--- src/hdl/odo_pkg.sv ---
// Shared types and constants for the differential-drive odometry block.
// Used by the interfaces, controller, datapath, arithmetic units and top level.
package odo_pkg;

  localparam logic [63:0] PI_Q24 = 64'd52707179;
  localparam logic [63:0] MICRO = 64'd1000000;
  localparam logic signed [33:0] CORDIC_K_Q30 = 34'sd652032874;
  localparam int CordicSteps = 30;
  localparam int CfgIndexW = 2;
  localparam int CfgDataW = 21;

  typedef enum logic [17:0] {
    ST_IDLE = 18'd1,
    ST_P1   = 18'd2,
    ST_DSN  = 18'd4,
    ST_DSD  = 18'd8,
    ST_DSQ  = 18'd16,
    ST_CT   = 18'd32,
    ST_THN  = 18'd64,
    ST_THQ  = 18'd128,
    ST_TBN  = 18'd256,
    ST_TBQ  = 18'd512,
    ST_COR  = 18'd1024,
    ST_DXM  = 18'd2048,
    ST_DYM  = 18'd4096,
    ST_VLM  = 18'd8192,
    ST_VLQ  = 18'd16384,
    ST_WRM  = 18'd32768,
    ST_WRQ  = 18'd65536,
    ST_DONE = 18'd131072
  } state_t;

  typedef enum logic {ALU_MUL, ALU_DIV} alu_op_t;

  typedef enum logic [CfgIndexW-1:0] {
    CFG_CPR    = 2'd0,
    CFG_RADIUS = 2'd1,
    CFG_TRACK  = 2'd2
  } cfg_idx_t;

  typedef struct packed {
    state_t step;
    logic   go;
    logic   cap;
    logic   take_in;
    logic   load_out;
  } dp_cmd_t;

  typedef struct packed {
    logic unit_done;
  } dp_stat_t;

  // arctan(2^-i) in units of 2^-32 turn
  function automatic logic [29:0] atan_entry(input logic [4:0] idx);
    logic [29:0] v;
    case (idx)
      5'd0:  v = 30'd536870912;
      5'd1:  v = 30'd316933406;
      5'd2:  v = 30'd167458907;
      5'd3:  v = 30'd85004756;
      5'd4:  v = 30'd42667331;
      5'd5:  v = 30'd21354465;
      5'd6:  v = 30'd10679838;
      5'd7:  v = 30'd5340245;
      5'd8:  v = 30'd2670163;
      5'd9:  v = 30'd1335087;
      5'd10: v = 30'd667544;
      5'd11: v = 30'd333772;
      5'd12: v = 30'd166886;
      5'd13: v = 30'd83443;
      5'd14: v = 30'd41722;
      5'd15: v = 30'd20861;
      5'd16: v = 30'd10430;
      5'd17: v = 30'd5215;
      5'd18: v = 30'd2608;
      5'd19: v = 30'd1304;
      5'd20: v = 30'd652;
      5'd21: v = 30'd326;
      5'd22: v = 30'd163;
      5'd23: v = 30'd81;
      5'd24: v = 30'd41;
      5'd25: v = 30'd20;
      5'd26: v = 30'd10;
      5'd27: v = 30'd5;
      5'd28: v = 30'd3;
      5'd29: v = 30'd1;
      default: v = 30'd0;
    endcase
    return v;
  endfunction

endpackage

--- src/hdl/odo_if.sv ---
// Request channels of the odometry block: encoder samples, results, config writes.
// Depends on odo_pkg for the config port widths.
interface odo_sample_if;
  logic               valid;
  logic               ready;
  logic signed [15:0] left_count;
  logic signed [15:0] right_count;
  logic [19:0]        elapsed_us;
  modport source (output valid, left_count, right_count, elapsed_us, input ready);
  modport sink (input valid, left_count, right_count, elapsed_us, output ready);
endinterface

interface odo_result_if;
  logic               valid;
  logic               ready;
  logic signed [31:0] pos_x;
  logic signed [31:0] pos_y;
  logic [15:0]        heading;
  logic signed [31:0] linear_speed;
  logic signed [31:0] turn_rate;
  modport source (output valid, pos_x, pos_y, heading, linear_speed, turn_rate, input ready);
  modport sink (input valid, pos_x, pos_y, heading, linear_speed, turn_rate, output ready);
endinterface

interface odo_cfg_if;
  logic                          valid;
  logic                          ready;
  logic [odo_pkg::CfgIndexW-1:0] index;
  logic [odo_pkg::CfgDataW-1:0]  data;
  modport source (output valid, index, data, input ready);
  modport sink (input valid, index, data, output ready);
endinterface

--- src/hdl/odo_muldiv.sv ---
// Shared shift-add multiplier (32 steps) and restoring rounding divider (64 steps).
// Depends on odo_pkg for the operation code.
module odo_muldiv (
  input  logic             clk,
  input  logic             rst,
  input  logic             start,
  input  odo_pkg::alu_op_t op,
  input  logic [63:0]      a,
  input  logic [63:0]      b,
  output logic [63:0]      result,
  output logic             done
);

  logic             busy;
  logic [5:0]       cnt;
  odo_pkg::alu_op_t op_r;
  logic [63:0]      opa;
  logic [63:0]      opb;
  logic [63:0]      acc;
  logic [63:0]      rem;
  logic [64:0]      rem_sh;
  logic             fits;

  assign rem_sh = {rem, opa[63]};
  assign fits   = rem_sh >= {1'b0, opb};
  assign result = acc;

  always_ff @(posedge clk) begin
    if (rst) begin
      busy <= 1'b0;
      done <= 1'b0;
      cnt  <= '0;
    end else begin
      done <= 1'b0;
      if (start) begin
        busy <= 1'b1;
        cnt  <= (op == odo_pkg::ALU_MUL) ? 6'd31 : 6'd63;
      end else if (busy) begin
        cnt <= cnt - 6'd1;
        if (cnt == 6'd0) begin
          busy <= 1'b0;
          done <= 1'b1;
        end
      end
    end
  end

  always_ff @(posedge clk) begin
    if (start) begin
      op_r <= op;
      acc  <= '0;
      rem  <= '0;
      opb  <= b;
      // bias the numerator by half the divisor to round to nearest
      opa  <= (op == odo_pkg::ALU_MUL) ? a : a + (b >> 1);
    end else if (busy) begin
      unique case (op_r)
        odo_pkg::ALU_MUL: begin
          if (opb[0]) acc <= acc + opa;
          opa <= opa << 1;
          opb <= opb >> 1;
        end
        odo_pkg::ALU_DIV: begin
          if (fits) begin
            rem <= 64'(rem_sh - {1'b0, opb});
            acc <= {acc[62:0], 1'b1};
          end else begin
            rem <= rem_sh[63:0];
            acc <= {acc[62:0], 1'b0};
          end
          opa <= opa << 1;
        end
        default: ;
      endcase
    end
  end

endmodule

--- src/hdl/odo_cordic.sv ---
// Iterative rotation-mode CORDIC, one micro-rotation per cycle, 30 steps.
// Depends on odo_pkg for the gain and the arctangent table.
module odo_cordic (
  input  logic               clk,
  input  logic               rst,
  input  logic               start,
  input  logic [31:0]        angle,
  output logic signed [27:0] cos_q,
  output logic signed [27:0] sin_q,
  output logic               done
);

  logic               busy;
  logic [4:0]         step;
  logic signed [33:0] x;
  logic signed [33:0] y;
  logic signed [33:0] z;
  logic               flip;
  logic signed [33:0] z0;
  logic signed [33:0] xs;
  logic signed [33:0] ys;
  logic signed [33:0] at;
  logic signed [33:0] xf;
  logic signed [33:0] yf;

  assign z0 = 34'(signed'(angle));
  assign xs = x >>> step;
  assign ys = y >>> step;
  assign at = $signed({4'b0, odo_pkg::atan_entry(step)});
  assign xf = flip ? -x : x;
  assign yf = flip ? -y : y;
  assign cos_q = 28'((xf + 34'sd32) >>> 6);
  assign sin_q = 28'((yf + 34'sd32) >>> 6);

  always_ff @(posedge clk) begin
    if (rst) begin
      busy <= 1'b0;
      done <= 1'b0;
      step <= '0;
    end else begin
      done <= 1'b0;
      if (start) begin
        busy <= 1'b1;
        step <= '0;
      end else if (busy) begin
        step <= step + 5'd1;
        if (step == 5'(odo_pkg::CordicSteps - 1)) begin
          busy <= 1'b0;
          done <= 1'b1;
        end
      end
    end
  end

  always_ff @(posedge clk) begin
    if (start) begin
      x <= odo_pkg::CORDIC_K_Q30;
      y <= '0;
      // fold the back half-plane onto the front one and negate at the end
      if (z0 > 34'sd1073741824) begin
        z    <= z0 - 34'sd2147483648;
        flip <= 1'b1;
      end else if (z0 < -34'sd1073741824) begin
        z    <= z0 + 34'sd2147483648;
        flip <= 1'b1;
      end else begin
        z    <= z0;
        flip <= 1'b0;
      end
    end else if (busy) begin
      if (!z[33]) begin
        x <= x - ys;
        y <= y + xs;
        z <= z - at;
      end else begin
        x <= x + ys;
        y <= y - xs;
        z <= z + at;
      end
    end
  end

endmodule

--- src/hdl/odo_ctrl.sv ---
// Step sequencer of the odometry block: input/output requests and unit launches.
// Depends on odo_pkg for the state encoding and the command/status structs.
module odo_ctrl (
  input  logic              clk,
  input  logic              rst,
  input  logic              in_valid,
  output logic              in_ready,
  output logic              out_valid,
  input  logic              out_ready,
  input  odo_pkg::dp_stat_t stat,
  output odo_pkg::dp_cmd_t  cmd
);

  odo_pkg::state_t state;
  odo_pkg::state_t state_next;
  odo_pkg::state_t seq_next;
  logic            primed;
  logic            launched;

  assign in_ready = (state == odo_pkg::ST_IDLE);

  always_comb begin
    unique case (state)
      odo_pkg::ST_P1:  seq_next = odo_pkg::ST_DSN;
      odo_pkg::ST_DSN: seq_next = odo_pkg::ST_DSD;
      odo_pkg::ST_DSD: seq_next = odo_pkg::ST_DSQ;
      odo_pkg::ST_DSQ: seq_next = odo_pkg::ST_CT;
      odo_pkg::ST_CT:  seq_next = odo_pkg::ST_THN;
      odo_pkg::ST_THN: seq_next = odo_pkg::ST_THQ;
      odo_pkg::ST_THQ: seq_next = odo_pkg::ST_TBN;
      odo_pkg::ST_TBN: seq_next = odo_pkg::ST_TBQ;
      odo_pkg::ST_TBQ: seq_next = odo_pkg::ST_COR;
      odo_pkg::ST_COR: seq_next = odo_pkg::ST_DXM;
      odo_pkg::ST_DXM: seq_next = odo_pkg::ST_DYM;
      odo_pkg::ST_DYM: seq_next = odo_pkg::ST_VLM;
      odo_pkg::ST_VLM: seq_next = odo_pkg::ST_VLQ;
      odo_pkg::ST_VLQ: seq_next = odo_pkg::ST_WRM;
      odo_pkg::ST_WRM: seq_next = odo_pkg::ST_WRQ;
      odo_pkg::ST_WRQ: seq_next = odo_pkg::ST_DONE;
      default:         seq_next = odo_pkg::ST_IDLE;
    endcase
  end

  always_comb begin
    state_next   = state;
    cmd.step     = state;
    cmd.go       = 1'b0;
    cmd.cap      = 1'b0;
    cmd.take_in  = 1'b0;
    cmd.load_out = 1'b0;
    unique case (state)
      odo_pkg::ST_IDLE: begin
        if (in_valid) begin
          cmd.take_in = 1'b1;
          // the first sample only latches the counts
          if (primed) state_next = odo_pkg::ST_P1;
        end
      end
      odo_pkg::ST_DONE: begin
        if (!out_valid || out_ready) begin
          cmd.load_out = 1'b1;
          state_next   = odo_pkg::ST_IDLE;
        end
      end
      default: begin
        if (!launched) begin
          cmd.go = 1'b1;
        end else if (stat.unit_done) begin
          cmd.cap    = 1'b1;
          state_next = seq_next;
        end
      end
    endcase
  end

  always_ff @(posedge clk) begin
    if (rst) begin
      state     <= odo_pkg::ST_IDLE;
      primed    <= 1'b0;
      launched  <= 1'b0;
      out_valid <= 1'b0;
    end else begin
      state <= state_next;
      if (cmd.take_in) primed <= 1'b1;
      if (cmd.go) launched <= 1'b1;
      else if (cmd.cap) launched <= 1'b0;
      if (cmd.load_out) out_valid <= 1'b1;
      else if (out_ready) out_valid <= 1'b0;
    end
  end

endmodule

--- src/hdl/odo_datapath.sv ---
// Odometry datapath: config and pose registers, operand steering, result capture.
// Depends on odo_pkg, odo_muldiv and odo_cordic.
module odo_datapath #(
  parameter int POS_FRAC_BITS = 16,
  parameter int ANGLE_BITS    = 16
) (
  input  logic                          clk,
  input  logic                          rst,
  input  odo_pkg::dp_cmd_t              cmd,
  output odo_pkg::dp_stat_t             stat,
  input  logic                          cfg_we,
  input  logic [odo_pkg::CfgIndexW-1:0] cfg_index,
  input  logic [odo_pkg::CfgDataW-1:0]  cfg_data,
  input  logic signed [15:0]            left_count,
  input  logic signed [15:0]            right_count,
  input  logic [19:0]                   elapsed_us,
  output logic signed [31:0]            pos_x,
  output logic signed [31:0]            pos_y,
  output logic [15:0]                   heading,
  output logic signed [31:0]            linear_speed,
  output logic signed [31:0]            turn_rate
);

  localparam int DenShift = 26 - POS_FRAC_BITS;
  localparam int ThrShift = 25 - POS_FRAC_BITS;
  localparam logic [63:0] DsK = odo_pkg::MICRO << DenShift;

  logic [15:0]            cpr;
  logic [19:0]            rad;
  logic [20:0]            trk;
  logic [15:0]            last_left;
  logic [15:0]            last_right;
  logic signed [17:0]     sum_r;
  logic signed [17:0]     dd_r;
  logic [19:0]            us_r;
  logic [63:0]            p1;
  logic [63:0]            den;
  logic [63:0]            ct;
  logic [63:0]            wk;
  logic signed [63:0]     ds;
  logic signed [63:0]     dthr;
  logic signed [63:0]     dthb;
  logic signed [27:0]     cos_r;
  logic signed [27:0]     sin_r;
  logic [ANGLE_BITS-1:0]  acc_hd;
  logic signed [31:0]     acc_x;
  logic signed [31:0]     acc_y;
  logic signed [31:0]     lin;
  logic signed [31:0]     turn;

  logic signed [15:0]     dl;
  logic signed [15:0]     dr;
  logic [15:0]            cpr_eff;
  logic [20:0]            trk_eff;
  logic [17:0]            sum_mag;
  logic [17:0]            dd_mag;
  logic [63:0]            ds_mag;
  logic [63:0]            dthr_mag;
  logic [63:0]            dthb_mag;
  logic [63:0]            dsc_mag;
  logic [27:0]            cos_mag;
  logic [27:0]            sin_mag;
  logic [63:0]            half;
  logic [ANGLE_BITS-1:0]  mid;
  logic [15:0]            hd16;

  odo_pkg::alu_op_t       alu_op;
  logic [63:0]            alu_a;
  logic [63:0]            alu_b;
  logic [63:0]            alu_res;
  logic                   alu_done;
  logic                   alu_start;
  logic                   cor_start;
  logic                   cor_done;
  logic signed [27:0]     cor_c;
  logic signed [27:0]     cor_s;

  function automatic logic signed [31:0] sat32(input logic signed [63:0] v);
    logic signed [31:0] r;
    if (v > 64'sd2147483647) r = 32'sh7fffffff;
    else if (v < -64'sd2147483648) r = 32'sh80000000;
    else r = 32'(v);
    return r;
  endfunction

  function automatic logic signed [31:0] pos_step(input logic signed [31:0] acc,
                                                  input logic [63:0] mag, input logic neg);
    logic signed [63:0] prod;
    logic signed [63:0] inc;
    prod = neg ? -$signed(mag) : $signed(mag);
    inc  = (prod + 64'sd8388608) >>> 24;
    return sat32(64'(acc) + inc);
  endfunction

  function automatic logic signed [31:0] speed(input logic signed [63:0] v,
                                               input logic [63:0] vmag,
                                               input logic [63:0] q, input logic [19:0] us);
    logic signed [31:0] r;
    if (us == 20'd0) r = '0;
    else if (vmag >= 64'h100_0000_0000) r = v[63] ? 32'sh80000000 : 32'sh7fffffff;
    else r = sat32(v[63] ? -$signed(q) : $signed(q));
    return r;
  endfunction

  assign dl       = signed'(16'(left_count - last_left));
  assign dr       = signed'(16'(right_count - last_right));
  assign cpr_eff  = (cpr == 16'd0) ? 16'd1 : cpr;
  assign trk_eff  = (trk == 21'd0) ? 21'd1 : trk;
  assign sum_mag  = sum_r[17] ? 18'(-sum_r) : 18'(sum_r);
  assign dd_mag   = dd_r[17] ? 18'(-dd_r) : 18'(dd_r);
  assign ds_mag   = ds[63] ? 64'(-ds) : 64'(ds);
  assign dthr_mag = dthr[63] ? 64'(-dthr) : 64'(dthr);
  assign dthb_mag = dthb[63] ? 64'(-dthb) : 64'(dthb);
  // clamp the step length before the position update
  assign dsc_mag  = (ds_mag > 64'h40_0000_0000) ? 64'h40_0000_0000 : ds_mag;
  assign cos_mag  = cos_r[27] ? 28'(-cos_r) : 28'(cos_r);
  assign sin_mag  = sin_r[27] ? 28'(-sin_r) : 28'(sin_r);
  assign half     = dthb_mag >> 1;
  assign mid      = dthb[63] ? acc_hd - half[ANGLE_BITS-1:0] : acc_hd + half[ANGLE_BITS-1:0];

  generate
    if (ANGLE_BITS >= 16) begin : g_hd_wide
      assign hd16 = acc_hd[ANGLE_BITS-1 -: 16];
    end else begin : g_hd_narrow
      assign hd16 = {acc_hd, {(16 - ANGLE_BITS){1'b0}}};
    end
  endgenerate

  always_comb begin
    alu_op = odo_pkg::ALU_MUL;
    alu_a  = '0;
    alu_b  = '0;
    unique case (cmd.step)
      odo_pkg::ST_P1:  begin alu_a = odo_pkg::PI_Q24; alu_b = 64'(rad); end
      odo_pkg::ST_DSN: begin alu_a = p1; alu_b = 64'(sum_mag); end
      odo_pkg::ST_DSD: begin alu_a = DsK; alu_b = 64'(cpr_eff); end
      odo_pkg::ST_DSQ: begin alu_op = odo_pkg::ALU_DIV; alu_a = wk; alu_b = den; end
      odo_pkg::ST_CT:  begin alu_a = 64'(trk_eff); alu_b = 64'(cpr_eff); end
      odo_pkg::ST_THN: begin alu_a = p1; alu_b = 64'(dd_mag); end
      odo_pkg::ST_THQ: begin alu_op = odo_pkg::ALU_DIV; alu_a = wk; alu_b = ct << ThrShift; end
      odo_pkg::ST_TBN: begin alu_a = 64'(rad); alu_b = 64'(dd_mag); end
      odo_pkg::ST_TBQ: begin alu_op = odo_pkg::ALU_DIV; alu_a = wk; alu_b = ct << 2; end
      odo_pkg::ST_DXM: begin alu_a = dsc_mag; alu_b = 64'(cos_mag); end
      odo_pkg::ST_DYM: begin alu_a = dsc_mag; alu_b = 64'(sin_mag); end
      odo_pkg::ST_VLM: begin alu_a = ds_mag; alu_b = odo_pkg::MICRO; end
      odo_pkg::ST_VLQ: begin alu_op = odo_pkg::ALU_DIV; alu_a = wk; alu_b = 64'(us_r); end
      odo_pkg::ST_WRM: begin alu_a = dthr_mag; alu_b = odo_pkg::MICRO; end
      odo_pkg::ST_WRQ: begin alu_op = odo_pkg::ALU_DIV; alu_a = wk; alu_b = 64'(us_r); end
      default: ;
    endcase
  end

  assign cor_start      = cmd.go && (cmd.step == odo_pkg::ST_COR);
  assign alu_start      = cmd.go && (cmd.step != odo_pkg::ST_COR);
  assign stat.unit_done = alu_done || cor_done;

  odo_muldiv u_muldiv (
    .clk    (clk),
    .rst    (rst),
    .start  (alu_start),
    .op     (alu_op),
    .a      (alu_a),
    .b      (alu_b),
    .result (alu_res),
    .done   (alu_done)
  );

  odo_cordic u_cordic (
    .clk   (clk),
    .rst   (rst),
    .start (cor_start),
    .angle ({mid, {(32 - ANGLE_BITS){1'b0}}}),
    .cos_q (cor_c),
    .sin_q (cor_s),
    .done  (cor_done)
  );

  // state with reset values
  always_ff @(posedge clk) begin
    if (rst) begin
      cpr        <= 16'd100;
      rad        <= 20'd95000;
      trk        <= 21'd310000;
      last_left  <= '0;
      last_right <= '0;
      acc_x      <= '0;
      acc_y      <= '0;
      acc_hd     <= '0;
    end else begin
      if (cfg_we) begin
        unique case (cfg_index)
          odo_pkg::CFG_CPR:    cpr <= cfg_data[15:0];
          odo_pkg::CFG_RADIUS: rad <= cfg_data[19:0];
          odo_pkg::CFG_TRACK:  trk <= cfg_data[20:0];
          default: ;
        endcase
      end
      if (cmd.take_in) begin
        last_left  <= left_count;
        last_right <= right_count;
      end
      if (cmd.cap) begin
        unique case (cmd.step)
          odo_pkg::ST_COR: acc_hd <= acc_hd + dthb[ANGLE_BITS-1:0];
          odo_pkg::ST_DXM: acc_x <= pos_step(acc_x, alu_res, ds[63] ^ cos_r[27]);
          odo_pkg::ST_DYM: acc_y <= pos_step(acc_y, alu_res, ds[63] ^ sin_r[27]);
          default: ;
        endcase
      end
    end
  end

  // working registers and result holding
  always_ff @(posedge clk) begin
    if (cmd.take_in) begin
      sum_r <= 18'(dl) + 18'(dr);
      dd_r  <= 18'(dr) - 18'(dl);
      us_r  <= elapsed_us;
    end
    if (cmd.cap) begin
      unique case (cmd.step)
        odo_pkg::ST_P1:  p1 <= alu_res;
        odo_pkg::ST_DSN: wk <= alu_res;
        odo_pkg::ST_DSD: den <= alu_res;
        odo_pkg::ST_DSQ: ds <= sum_r[17] ? -$signed(alu_res) : $signed(alu_res);
        odo_pkg::ST_CT:  ct <= alu_res;
        odo_pkg::ST_THN: wk <= alu_res;
        odo_pkg::ST_THQ: dthr <= dd_r[17] ? -$signed(alu_res) : $signed(alu_res);
        odo_pkg::ST_TBN: wk <= alu_res << ANGLE_BITS;
        odo_pkg::ST_TBQ: dthb <= dd_r[17] ? -$signed(alu_res) : $signed(alu_res);
        odo_pkg::ST_COR: begin
          cos_r <= cor_c;
          sin_r <= cor_s;
        end
        odo_pkg::ST_VLM: wk <= alu_res;
        odo_pkg::ST_VLQ: lin <= speed(ds, ds_mag, alu_res, us_r);
        odo_pkg::ST_WRM: wk <= alu_res;
        odo_pkg::ST_WRQ: turn <= speed(dthr, dthr_mag, alu_res, us_r);
        default: ;
      endcase
    end
    if (cmd.load_out) begin
      pos_x        <= acc_x;
      pos_y        <= acc_y;
      heading      <= hd16;
      linear_speed <= lin;
      turn_rate    <= turn;
    end
  end

endmodule

--- src/hdl/diff_drive_wheel_odometry.sv ---
// Top level of the differential-drive odometry block.
// Depends on odo_pkg, the odo interfaces, odo_ctrl and odo_datapath.
//
// sample: one request per encoder reading (left/right absolute counts and the
//   microseconds since the last reading). The first request after reset only
//   latches the counts and returns nothing; every later one returns one result.
// result: pose (x, y, heading) and the linear and turn speeds of that step.
// cfg: register writes (0 counts per rev, 1 wheel radius, 2 track width),
//   always ready; write only while no sample is in flight.
// The work for each sample runs through one shared shift-add multiplier (ten
//   products), the same unit as a bit-per-cycle divider (five quotients)
//   and a 30-step CORDIC.
// A new sample is accepted only after the result of the last one is loaded;
//   a latched-only first sample leaves the block ready for the next one.
// A finished result sits in the output register; the next sample is accepted
// while it waits. If a second result completes before the first is taken, the
// block holds it and accepts no sample until the output register frees.
// Reset clears the pose, the latched counts and the config to defaults.
module diff_drive_wheel_odometry #(
  parameter int POS_FRAC_BITS = 16,
  parameter int ANGLE_BITS    = 16
) (
  input logic         clk,
  input logic         rst,
  odo_sample_if.sink  sample,
  odo_result_if.source result,
  odo_cfg_if.sink     cfg
);

  odo_pkg::dp_cmd_t  cmd;
  odo_pkg::dp_stat_t stat;

  assign cfg.ready = 1'b1;

  odo_ctrl u_ctrl (
    .clk       (clk),
    .rst       (rst),
    .in_valid  (sample.valid),
    .in_ready  (sample.ready),
    .out_valid (result.valid),
    .out_ready (result.ready),
    .stat      (stat),
    .cmd       (cmd)
  );

  odo_datapath #(
    .POS_FRAC_BITS (POS_FRAC_BITS),
    .ANGLE_BITS    (ANGLE_BITS)
  ) u_datapath (
    .clk          (clk),
    .rst          (rst),
    .cmd          (cmd),
    .stat         (stat),
    .cfg_we       (cfg.valid),
    .cfg_index    (cfg.index),
    .cfg_data     (cfg.data),
    .left_count   (sample.left_count),
    .right_count  (sample.right_count),
    .elapsed_us   (sample.elapsed_us),
    .pos_x        (result.pos_x),
    .pos_y        (result.pos_y),
    .heading      (result.heading),
    .linear_speed (result.linear_speed),
    .turn_rate    (result.turn_rate)
  );

endmodule

--- src/flat_wrapper.sv ---
// flat-port wrapper written by rule: the top's interface ports become plain ports
module diff_drive_wheel_odometry_flat 
#(
  parameter int POS_FRAC_BITS = 16,
  parameter int ANGLE_BITS    = 16
)
  (clk, rst, sample_valid, sample_left_count, sample_right_count, sample_elapsed_us, sample_ready, result_valid, result_pos_x, result_pos_y, result_heading, result_linear_speed, result_turn_rate, result_ready, cfg_valid, cfg_index, cfg_data, cfg_ready);
  odo_sample_if sample_i ();
  odo_result_if result_i ();
  odo_cfg_if cfg_i ();
  input logic clk;
  input logic rst;
  input wire logic [$bits(sample_i.valid)-1:0] sample_valid;
  input wire logic [$bits(sample_i.left_count)-1:0] sample_left_count;
  input wire logic [$bits(sample_i.right_count)-1:0] sample_right_count;
  input wire logic [$bits(sample_i.elapsed_us)-1:0] sample_elapsed_us;
  output wire logic [$bits(sample_i.ready)-1:0] sample_ready;
  output wire logic [$bits(result_i.valid)-1:0] result_valid;
  output wire logic [$bits(result_i.pos_x)-1:0] result_pos_x;
  output wire logic [$bits(result_i.pos_y)-1:0] result_pos_y;
  output wire logic [$bits(result_i.heading)-1:0] result_heading;
  output wire logic [$bits(result_i.linear_speed)-1:0] result_linear_speed;
  output wire logic [$bits(result_i.turn_rate)-1:0] result_turn_rate;
  input wire logic [$bits(result_i.ready)-1:0] result_ready;
  input wire logic [$bits(cfg_i.valid)-1:0] cfg_valid;
  input wire logic [$bits(cfg_i.index)-1:0] cfg_index;
  input wire logic [$bits(cfg_i.data)-1:0] cfg_data;
  output wire logic [$bits(cfg_i.ready)-1:0] cfg_ready;
  assign sample_i.valid = sample_valid;
  assign sample_i.left_count = sample_left_count;
  assign sample_i.right_count = sample_right_count;
  assign sample_i.elapsed_us = sample_elapsed_us;
  assign sample_ready = sample_i.ready;
  assign result_valid = result_i.valid;
  assign result_pos_x = result_i.pos_x;
  assign result_pos_y = result_i.pos_y;
  assign result_heading = result_i.heading;
  assign result_linear_speed = result_i.linear_speed;
  assign result_turn_rate = result_i.turn_rate;
  assign result_i.ready = result_ready;
  assign cfg_i.valid = cfg_valid;
  assign cfg_i.index = cfg_index;
  assign cfg_i.data = cfg_data;
  assign cfg_ready = cfg_i.ready;
  diff_drive_wheel_odometry #(.POS_FRAC_BITS(POS_FRAC_BITS), .ANGLE_BITS(ANGLE_BITS)) u_core (.clk(clk), .rst(rst), .sample(sample_i), .result(result_i), .cfg(cfg_i));
endmodule
--- config.mk ---
export PLATFORM = sky130hd
export DESIGN_NAME = diff_drive_wheel_odometry_flat
export DESIGN_NICKNAME = d
export VERILOG_FILES = /design/src/hdl/odo_pkg.sv /design/src/hdl/odo_if.sv /design/src/hdl/odo_muldiv.sv /design/src/hdl/odo_cordic.sv /design/src/hdl/odo_ctrl.sv /design/src/hdl/odo_datapath.sv /design/src/hdl/diff_drive_wheel_odometry.sv /design/src/flat_wrapper.sv
export SDC_FILE = /design/constraint.sdc
export NUM_CORES = 2
export LEC_CHECK = 0
export BUFFER_PORTS_ARGS = -buffer_cell sky130_fd_sc_hd__buf_2
export CORE_MARGIN = 2
export CORE_UTILIZATION = 30
export DETAILED_ROUTE_END_ITERATION = 10
export PLACE_DENSITY = 0.45
export SETUP_SLACK_MARGIN = 0.5
export SLEW_MARGIN = 20
export SYNTH_ARGS = -nofsm -noshare
export SYNTH_HDL_FRONTEND = slang
export SYNTH_HIERARCHICAL = 1
export SYNTH_SLANG_ARGS = --single-unit
--- constraint.sdc ---
create_clock -name clk -period 23 [get_ports clk]
set_input_delay 3.45 -clock clk [delete_from_list [all_inputs] [get_ports clk]]
set_output_delay 3.45 -clock clk [all_outputs]
set_load 0.01 [all_outputs]
==> run summary <==
boundary pin count - 227
DR iter-0 viols - 10900
DRT Pass-1 Iters - 9
Data arrival, critical path - 10.06 ns
cells along the critical path - or4_1 -> nor4_4 -> nand4_1 -> o41ai_2 -> mux2_2 -> and4_1 -> and4b_1 -> and3_1 -> buf_4 -> nand3_4 -> and2_2 -> o2111ai_1 -> ha_1 -> fa_1 -> a21o_1 -> a311oi_1 -> nand4bb_1 -> a31oi_1 -> a2111oi_2 -> o21ai_1 -> o22ai_2 -> xor2_1 -> a21oi_1 -> mux2_2
WP buf/inv - 1
Worst-path clk slew - 0.06 ns
Inserted Clock Buffers - 169
post-synthesis sequential area ratio - 34.4%
fillcell total - 35300
per-cell routed wire length - 29.1 um
Synth async-reset ratio - 0%
run status - finished clean
critical path's slowest cell - a2111oi_2
Syn Inst Count - 11700
RePlAce Congestion - 1.00
first-pass GRT wire length - 668000 um
Worst-Margin Slew - 1.25 ns
top sig layer - met5
wire length on met2 - 209000 um
Post-Route M1 WL - 198000 um
Max FO, Critical Path - 28
number of H-tree levels - 4
deepest clock path buffer count - 4
CTS tree - yes
EDFF count, synth - 881
max_cap viols - 0
largest net degree at the start of global routing - 144
Synth Cell Area - 102000 um2
DR vias/cell - 5.87
layout cells sized above 1 - 9.97%
pre-CTS WS - 13.76 ns
family with the most delay on the worst path - compound AO/OA/AOI/OAI gates
setup violators final - 0
min Tclk post-route - 9.41 ns
Post-CTS Hold Buffers - 0
startpoint types - register
kind of critical path - register to register
post-CTS sizing - 0
syn_area_per_cell - 8.72 um2
num rows - 214
PortBufs - 225
Max Clock Freq - 0.106 GHz
total grt overflow - 0
initial antenna violation count - 55
top_reg_cell synth - edfxtp_1
met3 routed WL - 40900 um
endpoint class of the critical path - register
Initial Utilization - 30.1%
slowest cell delay on critical path - 0.81 ns
Final Hold Fails - 0
DRC - 0
P_leak - 42.5 nW
Worst Skew - 0.0920 ns
setup TNS - 0 ns
Yosys warning count - 6
number of post-CTS setup repair buffers - 0
final slew viol count - 0
Die X - 587 um
Overall Global Routing Usage - 26.3%
# clock sinks - 1312
WP data required - 23.65 ns
#FFs+latches synth - 1312
worst setup slack after layout - 13.59 ns
core area - 339000 um2
P&R area growth vs syn - 11.3%
Final Cycle Share - 40.9%
Final ANT Viol Nets - 0
Clock Root Buffer - clkbuf_16
detailed-route wire length - 473000 um
cell mode on critical path - mux2_2
die area - 345000 um2
Die Ht - 587 um
Slew headroom - 16.4%
Worst Hold Class - register to register
vias in the first global route - 90300
post-detail-place hpwl - 356000 um
peak supply drop - 0.0794 mV
Synth cell types - 131
nets - 12200
Worst-Skew Late Latency - 0.92 ns
via count - 95500
RSZ-0062 raised after global routing - no
P per Cell Area - 115 nW/um2
[kinds of logic (layout without fill, tap and decap cells)]
kind of cell | Yosys count | after routing | synth area share, %
buffers and inverters | 1200 | 1193 | 4.66
AO/OA/AOI/OAI | 3356 | 3356 | 21.5
XOR/XNOR | 1125 | 1125 | 9.65
other | 2 | 49 | 0.00736
multiplexers | 400 | 400 | 5.28
adder cells (fa/ha/maj) | 517 | 517 | 6.44
AND/OR/NAND/NOR | 3790 | 3790 | 18.1
flip-flops | 1312 | 1312 | 34.4
[final timing paths]
check | start | to | slack [ns] | cells after the start
hold / removal | u_core/u_datapath/lin[12]$_SDFFCE_PN0P_ | u_core/u_datapath/linear_speed[12]$_DFFE_PP_ | 0.40 | 0
setup / recovery | u_core/u_datapath/ds[13]$_DFFE_PP_ | u_core/u_datapath/u_muldiv/opa[58]$_DFFE_PP_ | 13.59 | 24
hold reg to reg | u_core/u_datapath/lin[12]$_SDFFCE_PN0P_ | u_core/u_datapath/linear_speed[12]$_DFFE_PP_ | 0.40 | 0
setup reg to reg | u_core/u_datapath/ds[13]$_DFFE_PP_ | u_core/u_datapath/u_muldiv/opa[58]$_DFFE_PP_ | 13.59 | 24
[stage by stage]
stage               power (mW)  hold slack, ns  instances  util (%)  cell area, um2
finish                    13.1           0.405      16300      33.5          114000
global route              13.8           0.425      16300      33.5          114000
CTS                       13.0           0.418      16300      33.5          114000
detailed placement        10.3           0.405      16000      31.8          108000
global placement          10.2           0.409      16000      31.8          108000
floorplan                 7.85           0.400      11700         -          102000
[synth_stat cells (106+ instances only)]
master / count / area share [%]
dfxtp_1: 431 / 8.5
o31ai_1: 116 / 0.85
nand3_1: 229 / 1.1
xor2_1: 410 / 3.5
xnor2_1: 715 / 6.1
a21oi_1: 912 / 4.5
a31oi_1: 122 / 0.75
a211oi_1: 114 / 0.84
edfxtp_1: 881 / 26
o21ai_0: 742 / 3.6
nor3_1: 250 / 1.2
nand2_1: 1313 / 4.8
buf_2: 109 / 0.53
a222oi_1: 108 / 1.1
ha_1: 502 / 6.2
nor4_1: 106 / 0.65
nand4_1: 161 / 0.99
inv_1: 386 / 1.4
mux2i_1: 230 / 2.3
a21o_1: 243 / 1.8
nor2_1: 893 / 3.3
clkbuf_1: 571 / 2.1
o211ai_1: 121 / 0.89
[placed cells by master (no fill, tap or decap), drive strengths merged, types with 48 or more instances in the layout]
master	instances
a211oi	120
ha	502
clkinv	68
a21o	243
or3	107
o41ai	48
o21a	56
or4	78
edfxtp	881
inv	400
o31ai	120
mux4	104
a31oi	123
o21ai	821
buf	485
a221oi	55
nor2	895
nor2b	101
a22oi	57
nand2	1315
nor3	259
nand3	232
a21oi	916
clkbuf	221
and3	89
o21bai	91
nand2b	101
xor2	410
or2	50
mux2	66
dfxtp	431
nand4	163
nor4	119
and2	73
o211ai	123
xnor2	715
o22ai	49
mux2i	230
a222oi	108
[cell type report]
| class | count | area [um2] | area share (%) |
|---|---|---|---|
| antenna | 16 | 40.0 | 0.0352 |
| clock buffer | 220 | 4610 | 4.06 |
| clock inverter | 84 | 891 | 0.784 |
| timing repair buffer | 486 | 3150 | 2.77 |
| tap | 4536 | 5680 | 5.00 |
| multi-input combinational | 9221 | 62600 | 55.1 |
| sequential | 1312 | 35100 | 30.9 |
| inverter | 403 | 1510 | 1.33 |
[routing by layer]
metal / GRT usage [%] / up-vias
met5: 0 / -
met4: 12.2 / 24
met3: 5.73 / 956
met2: 41.0 / 4352
met1: 34.4 / 47100
li1: - / 43100
[power by group]
group          leakage [nW]  internal (mW)  switching [mW]  total (mW)
registers              11.7           3.09           0.415        3.51
logic                  28.1           2.30            4.60        6.90
clock network          2.68           1.56            1.14        2.70
No activity file was read; power rests on OpenSTA's default activity.
